[src/design/idsu_pkg.sv]
// ----------------------------------------------------------------------------
// Integer divider package
// Shared widths, request codes and the control bundle that steers the cells.
// ----------------------------------------------------------------------------
package idsu_pkg;

	localparam int unsigned DATA_W   = 64;
	localparam int unsigned HALF_W   = 32;
	localparam int unsigned CELL_W   = 8;
	localparam int unsigned CNT_W    = $clog2(DATA_W + 1);

	localparam logic [1:0] REQ_U32 = 2'd0;
	localparam logic [1:0] REQ_S32 = 2'd1;
	localparam logic [1:0] REQ_U64 = 2'd2;
	localparam logic [1:0] REQ_S64 = 2'd3;

	// Control shared by every cell of the remainder/quotient row.
	typedef struct packed {
		logic load;
		logic step;
		logic take;
	} cell_ctl_t;

endpackage

[src/design/idsu_req_if.sv]
// ----------------------------------------------------------------------------
// Divider request channel
// Valid/ready channel carrying the operation code and both operands.
// ----------------------------------------------------------------------------
interface idsu_req_if import idsu_pkg::*; ();
	logic              valid;
	logic              ready;
	logic [1:0]        req_type;
	logic [DATA_W-1:0] dividend_value;
	logic [DATA_W-1:0] divisor_value;

	modport source (output valid, output req_type, output dividend_value,
		output divisor_value, input ready);
	modport sink (input valid, input req_type, input dividend_value,
		input divisor_value, output ready);
endinterface

[src/design/idsu_rsp_if.sv]
// ----------------------------------------------------------------------------
// Divider response channel
// Valid/ready channel carrying the quotient, remainder and zero-divisor flag.
// ----------------------------------------------------------------------------
interface idsu_rsp_if import idsu_pkg::*; ();
	logic              valid;
	logic              ready;
	logic [DATA_W-1:0] quotient_value;
	logic [DATA_W-1:0] remainder_value;
	logic              div_by_zero;

	modport source (output valid, output quotient_value, output remainder_value,
		output div_by_zero, input ready);
	modport sink (input valid, input quotient_value, input remainder_value,
		input div_by_zero, output ready);
endinterface

[src/design/integer_divider_signed_unsigned.sv]
// ----------------------------------------------------------------------------
// Integer divider, signed and unsigned, 32-bit and 64-bit
// Shift-subtract divider built from a row of remainder/quotient cells.
// ----------------------------------------------------------------------------
// A request is taken only while the divider is idle. The operands are prepared
// and loaded into the cell row at the edge that accepts the request. The row
// then works one quotient bit per cycle through every bit of the 32-bit or
// 64-bit dividend, and a fix-up state then corrects the signs and writes the
// result into the output register once that register is free; a zero divisor
// skips the row and goes straight to the fix-up state. The result sits in an
// output register, so the next request is taken while it waits to be
// collected. The quotient truncates towards zero, the remainder has the sign
// of the dividend, and the minimum value divided by minus one wraps to the
// minimum value.
module integer_divider_signed_unsigned import idsu_pkg::*; #(
	parameter int unsigned SLICE_W = CELL_W
) (
	input  logic clk,
	input  logic arst_n,
	idsu_req_if.sink   req,
	idsu_rsp_if.source rsp
);

	localparam int unsigned NCELL = DATA_W / SLICE_W;
	localparam logic [CNT_W-1:0] CNT_WIDE   = CNT_W'(DATA_W);
	localparam logic [CNT_W-1:0] CNT_NARROW = CNT_W'(HALF_W);

	typedef enum logic [1:0] {ST_IDLE, ST_RUN, ST_FIX} state_t;

	state_t            state_q;
	logic [CNT_W-1:0]  cnt_q;
	logic [DATA_W-1:0] dvs_q;
	logic              wide_q;
	logic              neg_q_q;
	logic              neg_r_q;
	logic              dz_q;
	logic              out_vld_q;
	logic [DATA_W-1:0] out_quo_q;
	logic [DATA_W-1:0] out_rem_q;
	logic              out_dz_q;

	// Operand preparation
	logic              acc;
	logic              wide;
	logic              sgn;
	logic [DATA_W-1:0] wmask;
	logic [DATA_W-1:0] n_m;
	logic [DATA_W-1:0] d_m;
	logic              nneg;
	logic              dneg;
	logic [DATA_W-1:0] n_mag;
	logic [DATA_W-1:0] d_mag;
	logic [DATA_W-1:0] load_quo;

	// Cell row
	cell_ctl_t         ctl;
	logic [NCELL-1:0]  rem_msb;
	logic [NCELL-1:0]  quo_msb;
	logic [NCELL-1:0]  borrow;
	logic [DATA_W-1:0] rem_all;
	logic [DATA_W-1:0] quo_all;

	// Sign fix-up
	logic [DATA_W-1:0] fmask;
	logic [DATA_W-1:0] q_fix;
	logic [DATA_W-1:0] r_fix;
	logic              out_free;

	assign acc   = req.valid && req.ready;
	assign wide  = (req.req_type == REQ_U64) || (req.req_type == REQ_S64);
	assign sgn   = (req.req_type == REQ_S32) || (req.req_type == REQ_S64);
	assign wmask = wide ? '1 : {{(DATA_W-HALF_W){1'b0}}, {HALF_W{1'b1}}};
	assign n_m   = req.dividend_value & wmask;
	assign d_m   = req.divisor_value & wmask;
	assign nneg  = sgn && (wide ? n_m[DATA_W-1] : n_m[HALF_W-1]);
	assign dneg  = sgn && (wide ? d_m[DATA_W-1] : d_m[HALF_W-1]);
	assign n_mag = nneg ? ((~n_m + 1'b1) & wmask) : n_m;
	assign d_mag = dneg ? ((~d_m + 1'b1) & wmask) : d_m;
	// A 32-bit dividend sits in the upper half so that its top bit leaves first.
	assign load_quo = wide ? n_mag : (n_mag << HALF_W);

	// A quotient bit is taken when the shifted remainder overflowed or the
	// trial subtraction across the whole row produced no borrow.
	assign ctl.load = acc;
	assign ctl.step = (state_q == ST_RUN);
	assign ctl.take = rem_msb[NCELL-1] || !borrow[NCELL-1];

	for (genvar i = 0; i < NCELL; i++) begin : g_cell
		logic rem_in;
		logic quo_in;
		logic borrow_in;

		if (i == 0) begin : g_first
			assign rem_in    = quo_msb[NCELL-1];
			assign quo_in    = ctl.take;
			assign borrow_in = 1'b0;
		end else begin : g_rest
			assign rem_in    = rem_msb[i-1];
			assign quo_in    = quo_msb[i-1];
			assign borrow_in = borrow[i-1];
		end

		idsu_cell #(.SLICE_W(SLICE_W)) u_cell (
			.clk        (clk),
			.ctl        (ctl),
			.load_quo   (load_quo[i*SLICE_W +: SLICE_W]),
			.divisor    (dvs_q[i*SLICE_W +: SLICE_W]),
			.rem_in     (rem_in),
			.quo_in     (quo_in),
			.borrow_in  (borrow_in),
			.rem_msb    (rem_msb[i]),
			.quo_msb    (quo_msb[i]),
			.borrow_out (borrow[i]),
			.rem        (rem_all[i*SLICE_W +: SLICE_W]),
			.quo        (quo_all[i*SLICE_W +: SLICE_W])
		);
	end

	assign fmask    = wide_q ? '1 : {{(DATA_W-HALF_W){1'b0}}, {HALF_W{1'b1}}};
	assign q_fix    = (neg_q_q ? (~quo_all + 1'b1) : quo_all) & fmask;
	assign r_fix    = (neg_r_q ? (~rem_all + 1'b1) : rem_all) & fmask;
	assign out_free = !out_vld_q || rsp.ready;

	assign req.ready           = (state_q == ST_IDLE);
	assign rsp.valid           = out_vld_q;
	assign rsp.quotient_value  = out_quo_q;
	assign rsp.remainder_value = out_rem_q;
	assign rsp.div_by_zero     = out_dz_q;

	always_ff @(posedge clk or negedge arst_n) begin
		if (!arst_n) begin
			state_q   <= ST_IDLE;
			cnt_q     <= '0;
			out_vld_q <= 1'b0;
		end else begin
			// A new result replaces the one being collected in the same cycle.
			if ((state_q == ST_FIX) && out_free) begin
				out_vld_q <= 1'b1;
			end else if (out_vld_q && rsp.ready) begin
				out_vld_q <= 1'b0;
			end
			case (state_q)
				ST_IDLE: begin
					if (acc) begin
						dvs_q   <= d_mag;
						wide_q  <= wide;
						neg_q_q <= nneg != dneg;
						neg_r_q <= nneg;
						dz_q    <= (d_m == '0);
						cnt_q   <= wide ? CNT_WIDE : CNT_NARROW;
						state_q <= (d_m == '0) ? ST_FIX : ST_RUN;
					end
				end
				ST_RUN: begin
					cnt_q <= cnt_q - 1'b1;
					if (cnt_q == CNT_W'(1)) begin
						state_q <= ST_FIX;
					end
				end
				ST_FIX: begin
					if (out_free) begin
						out_quo_q <= dz_q ? '0 : q_fix;
						out_rem_q <= dz_q ? '0 : r_fix;
						out_dz_q  <= dz_q;
						state_q   <= ST_IDLE;
					end
				end
				default: begin
					state_q <= ST_IDLE;
				end
			endcase
		end
	end

endmodule

[src/design/idsu_cell.sv]
// ----------------------------------------------------------------------------
// Divider cell
// One slice of the partial remainder and of the dividend/quotient shift
// register, with its slice of the trial subtraction.
// ----------------------------------------------------------------------------
module idsu_cell import idsu_pkg::*; #(
	parameter int unsigned SLICE_W = CELL_W
) (
	input  logic               clk,
	input  cell_ctl_t          ctl,
	input  logic [SLICE_W-1:0] load_quo,
	input  logic [SLICE_W-1:0] divisor,
	input  logic               rem_in,
	input  logic               quo_in,
	input  logic               borrow_in,
	output logic               rem_msb,
	output logic               quo_msb,
	output logic               borrow_out,
	output logic [SLICE_W-1:0] rem,
	output logic [SLICE_W-1:0] quo
);

	logic [SLICE_W-1:0] rem_q;
	logic [SLICE_W-1:0] quo_q;
	logic [SLICE_W-1:0] shifted;
	logic [SLICE_W:0]   diff_w;

	assign shifted = {rem_q[SLICE_W-2:0], rem_in};
	assign diff_w  = {1'b0, shifted} - {1'b0, divisor} - {{SLICE_W{1'b0}}, borrow_in};

	assign borrow_out = diff_w[SLICE_W];
	assign rem_msb    = rem_q[SLICE_W-1];
	assign quo_msb    = quo_q[SLICE_W-1];
	assign rem        = rem_q;
	assign quo        = quo_q;

	always_ff @(posedge clk) begin
		if (ctl.load) begin
			rem_q <= '0;
			quo_q <= load_quo;
		end else if (ctl.step) begin
			rem_q <= ctl.take ? diff_w[SLICE_W-1:0] : shifted;
			quo_q <= {quo_q[SLICE_W-2:0], quo_in};
		end
	end

endmodule

[src/flat_wrapper.sv]
// flat-port wrapper written by rule: the top's interface ports become plain ports
module integer_divider_signed_unsigned_flat import idsu_pkg::*;
#(
	parameter int unsigned SLICE_W = CELL_W
)
  (clk, arst_n, req_valid, req_req_type, req_dividend_value, req_divisor_value, req_ready, rsp_valid, rsp_quotient_value, rsp_remainder_value, rsp_div_by_zero, rsp_ready);
  idsu_req_if req_i ();
  idsu_rsp_if rsp_i ();
  input  logic clk;
  input  logic arst_n;
  input wire logic [$bits(req_i.valid)-1:0] req_valid;
  input wire logic [$bits(req_i.req_type)-1:0] req_req_type;
  input wire logic [$bits(req_i.dividend_value)-1:0] req_dividend_value;
  input wire logic [$bits(req_i.divisor_value)-1:0] req_divisor_value;
  output wire logic [$bits(req_i.ready)-1:0] req_ready;
  output wire logic [$bits(rsp_i.valid)-1:0] rsp_valid;
  output wire logic [$bits(rsp_i.quotient_value)-1:0] rsp_quotient_value;
  output wire logic [$bits(rsp_i.remainder_value)-1:0] rsp_remainder_value;
  output wire logic [$bits(rsp_i.div_by_zero)-1:0] rsp_div_by_zero;
  input wire logic [$bits(rsp_i.ready)-1:0] rsp_ready;
  assign req_i.valid = req_valid;
  assign req_i.req_type = req_req_type;
  assign req_i.dividend_value = req_dividend_value;
  assign req_i.divisor_value = req_divisor_value;
  assign req_ready = req_i.ready;
  assign rsp_valid = rsp_i.valid;
  assign rsp_quotient_value = rsp_i.quotient_value;
  assign rsp_remainder_value = rsp_i.remainder_value;
  assign rsp_div_by_zero = rsp_i.div_by_zero;
  assign rsp_i.ready = rsp_ready;
  integer_divider_signed_unsigned #(.SLICE_W(SLICE_W)) u_core (.clk(clk), .arst_n(arst_n), .req(req_i), .rsp(rsp_i));
endmodule
[config.mk]
export PLATFORM = sky130hd
export DESIGN_NAME = integer_divider_signed_unsigned_flat
export DESIGN_NICKNAME = d
export VERILOG_FILES = /design/src/design/idsu_pkg.sv /design/src/design/idsu_req_if.sv /design/src/design/idsu_rsp_if.sv /design/src/design/integer_divider_signed_unsigned.sv /design/src/design/idsu_cell.sv /design/src/flat_wrapper.sv
export SDC_FILE = /design/constraint.sdc
export NUM_CORES = 1
export LEC_CHECK = 0
export BUFFER_PORTS_ARGS = -buffer_cell sky130_fd_sc_hd__buf_2
export CAP_MARGIN = 0
export CORE_ASPECT_RATIO = 0.5
export CORE_MARGIN = 3
export CORE_UTILIZATION = 33
export CTS_BUF_LIST = sky130_fd_sc_hd__clkbuf_16
export DETAILED_ROUTE_END_ITERATION = 16
export PLACE_DENSITY_LB_ADDON = 0.05
export SLEW_MARGIN = 20
export SYNTH_ARGS = -nofsm -noshare
export SYNTH_HDL_FRONTEND = slang
export SYNTH_SLANG_ARGS = --single-unit
[constraint.sdc]
create_clock -name clk -period 18.2 [get_ports clk]
set_input_delay 3.64 -clock clk [delete_from_list [all_inputs] [get_ports clk]]
set_output_delay 3.64 -clock clk [all_outputs]
set_load 0.02 [all_outputs]
==> impl_metrics.env <==
export IMPL_r2r_cells=73
export IMPL_syn_area_per_cell_um2=9.52
export IMPL_synthMuxAreaShare=0.0282
export IMPL_status="complete, no violations"
export IMPL_yosysWarningCount=0
export IMPL_first_pass_iters=6
export IMPL_power_density_nw_per_um2=160
export IMPL_rsz0062_at_grt="false"
export IMPL_crit_path_end_kind="flop"
export IMPL_cp_slowest_cell="a2111oi_1"
export IMPL_fin_nets=2873
export IMPL_crit_path_max_incr_delay_ns=0.63
export IMPL_syn_num_nets=2666
export IMPL_setup_viol=0
export IMPL_ctsHoldBuffers=0
export IMPL_synth_edff_count=261
export IMPL_routed_wl_um=80300
export IMPL_crit_path_frequent_cell="fa_1"
export IMPL_min_delay_start="u_core.g_cell[6].u_cell.rem[6]"
export IMPL_grt_overflow=0
export IMPL_drive_above_1_share=0.152
export IMPL_startpoint="u_core.g_cell[7].u_cell.quo[7]"
export IMPL_intPower_uw=2400
export IMPL_synth_area_leader_cell="edfxtp_1"
export IMPL_clockRootBuffer="clkbuf_16"
export IMPL_dieArea_um2=72800
export IMPL_clock_sinks=335
export IMPL_syn_area_um2=22900
export IMPL_synth_xor_area_frac=0.0972
export IMPL_rrSetupSlack_ns=1.94
export IMPL_synth_compound_area_frac=0.161
export IMPL_grt_max_degree=80
export IMPL_die_h_um=192
export IMPL_synth_fa_ha_area_frac=0.0743
export IMPL_cts_resized_gates=0
export IMPL_cts_max_level=2
export IMPL_synth_cell_type_count=90
export IMPL_comb_power_share=0.485
export IMPL_grt_use_total=0.217
export IMPL_setup_tns_ns=0
export IMPL_area_growth_pct=15.1
export IMPL_grt_pass1_wl_um=120000
export IMPL_rows=67
export IMPL_worstMarginPinSlew_ns=1.07
export IMPL_cts_setup_buffers=0
export IMPL_cts_buffers=36
export IMPL_worstPathMaxFanout=72
export IMPL_synth_common_cells="261 x edfxtp_1, 255 x nor2_1, 184 x inv_1"
export IMPL_startpoint_type="flop"
export IMPL_cp_arrival_ns=16.72
export IMPL_grt_pass1_vias=18800
export IMPL_dp_slack_ns=2.05
export IMPL_drcViolationCount=0
export IMPL_synth_flop_cell="edfxtp_1"
export IMPL_fin_ws_ns=1.94
export IMPL_port_buffer_count=264
export IMPL_power_leakage_uw=0.0100
export IMPL_p_sw_frac=0.431
export IMPL_peakVddDrop_mv=0.107
export IMPL_place_hpwl_um=59200
export IMPL_core_area_um2=67800
export IMPL_synthCells=2405
export IMPL_slew_violations=0
export IMPL_finClkSkew_ns=0.0389
export IMPL_pin_count=265
export IMPL_cts_tree="yes"
export IMPL_ys_seq_elements=335
export IMPL_max_freq_ghz=0.0615
export IMPL_post_synth_top_count_cell="edfxtp_1"
export IMPL_path_class="flop to flop"
export IMPL_p_sw_uw=1820
export IMPL_holdCritPathClass="flop to flop"
export IMPL_clk_latency_ns=0.57
export IMPL_r2r_start="u_core.g_cell[7].u_cell.quo[7]"
export IMPL_dr_total_vias=19500
export IMPL_slew_limit_headroom=0.283
export IMPL_synth_async_reset_ratio=0.0299
export IMPL_period_minus_slack_ns=16.26
export IMPL_clk_path_buf_depth=3
export IMPL_ys_top_cells_by_area="edfxtp_1 34%, ha_1 6.1%, dfxtp_1 5.6%, xnor2_1 5.1%, xor2_1 4.6%"
export IMPL_required_ns=18.65
export IMPL_power_share_clock=0.191
export IMPL_die_x_um=379
export IMPL_r2r_end="u_core.g_cell[0].u_cell.rem[2]"
export IMPL_clk_pin_slew_ns=0.07
export IMPL_gp_congestion=0.865
export IMPL_postRouteAntennaNets=0
export IMPL_drt_iter0_drc=1491
export IMPL_maxCapViolations=0
export IMPL_synth_top_family_by_area="simple AND/OR/NAND/NOR gates"
export IMPL_yosys_area_share_simple=0.176
export IMPL_antenna_found_initial=9
export IMPL_ys_seq_area_frac=0.409
export IMPL_yosysTopAreaCellShare=0.342
export IMPL_start_util=0.338
export IMPL_viasPerCell=5.49
export IMPL_pwr_share_seq=0.324
export IMPL_min_path_cells=2
export IMPL_period_share=0.894
export IMPL_hold_violations=0
export IMPL_wire_per_inst_um=22.7
export IMPL_hold_path_end="u_core.g_cell[6].u_cell.rem[7]"
==> routing by layer <==
layer  vias to the layer above  track usage  share of wire
li1                       9317            -              -
met1                      9555        0.301           0.47
met2                       472        0.355           0.46
met3                       106       0.0318          0.047
met4                         0       0.0531          0.022
met5                         -            0              0
==> worst max-delay path, delay by kind of cell, from the launching register on <==
family / cells / cell delay [ns]
compound gates: 30 / 6.23
fa+ha+maj: 17 / 5.44
simple gates: 13 / 2.15
xor+xnor: 6 / 1.00
buf+inv: 7 / 0.83
flops: 1 / 0.41
==> logic make-up after synthesis <==
logic type	count (synthesis)
adders and majority gates	127
buffers and inverters	308
and+or+nand+nor	780
muxes	64
AOI/OAI and AO/OA	537
xor gates and xnor gates	254
DFF	335
==> worst max-delay path by stage <==
stage / depth (start not counted) / slack, ns / to
after floorplan: 73 / 3.61 / u_core.g_cell[4].u_cell.rem[3]
after global routing: 73 / 0.54 / u_core.g_cell[2].u_cell.rem[4]
after detailed placement: 73 / 2.05 / u_core.g_cell[3].u_cell.rem[4]
after CTS: 73 / 1.96 / u_core.g_cell[6].u_cell.rem[4]
after global placement: 71 / 2.27 / u_core.g_cell[0].u_cell.rem[2]
final: 73 / 1.94 / u_core.g_cell[0].u_cell.rem[2]
==> cell type report <==
| class | count | area, um2 |
|---|---|---|
| Sequential cell | 335 | 9370 |
| Fill cell | 6893 | 41500 |
| Tap cell | 897 | 1120 |
| Multi-Input combinational cell | 1762 | 12400 |
| Timing Repair Buffer | 292 | 1540 |
| Clock inverter | 27 | 294 |
| Inverter | 185 | 697 |
| Antenna cell | 6 | 15.0 |
| Clock buffer | 38 | 951 |
==> registers in the layout, summed over array words and instances (netlist names), 2 cells and up <==
signal                      count
u_core.cnt_q                    7
u_core.dvs_q                   64
u_core.g_cell.u_cell.quo       64
u_core.g_cell.u_cell.rem       64
u_core.rsp.quotient_value      64
u_core.rsp.remainder_value     64
u_core.state_q                  2
==> through the flow <==
| step | std cells | utilization | total power, uW | hold slack, ns | instance area [um2] |
|---|---|---|---|---|---|
| after floorplan | 2405 | - | 2810 | 0.463 | 22900 |
| after global placement | 3471 | 0.370 | 3420 | 0.497 | 25100 |
| after detailed placement | 3471 | 0.370 | 3430 | 0.505 | 25100 |
| after CTS | 3536 | 0.388 | 4260 | 0.523 | 26300 |
| after global routing | 3541 | 0.388 | 4570 | 0.552 | 26300 |
| final | 3542 | 0.389 | 4220 | 0.524 | 26300 |
==> layout by cell type (no fill, tap or decap), drive strengths merged, types with 59 or more instances in the layout <==
cell type / count
edfxtp: 261
a21oi: 68
nand2: 134
xor2: 120
nor2: 255
o21ai: 140
inv: 194
dfxtp: 64
xnor2: 134
ha: 112
mux2i: 59
o31ai: 66
buf: 292
o41ai: 63
==> power groups by stage <==
stage          registers [uW]  logic, uW  clock network (uW)
4_1_cts                  1370       2060                 831
3_3_place_gp             1380       2040                   0
5_1_grt                  1390       2310                 863
6_report                 1370       2040                 805
3_5_place_dp             1380       2050                   0
2_1_floorplan            1320       1490                   0
(Power assumes the default switching activity.)
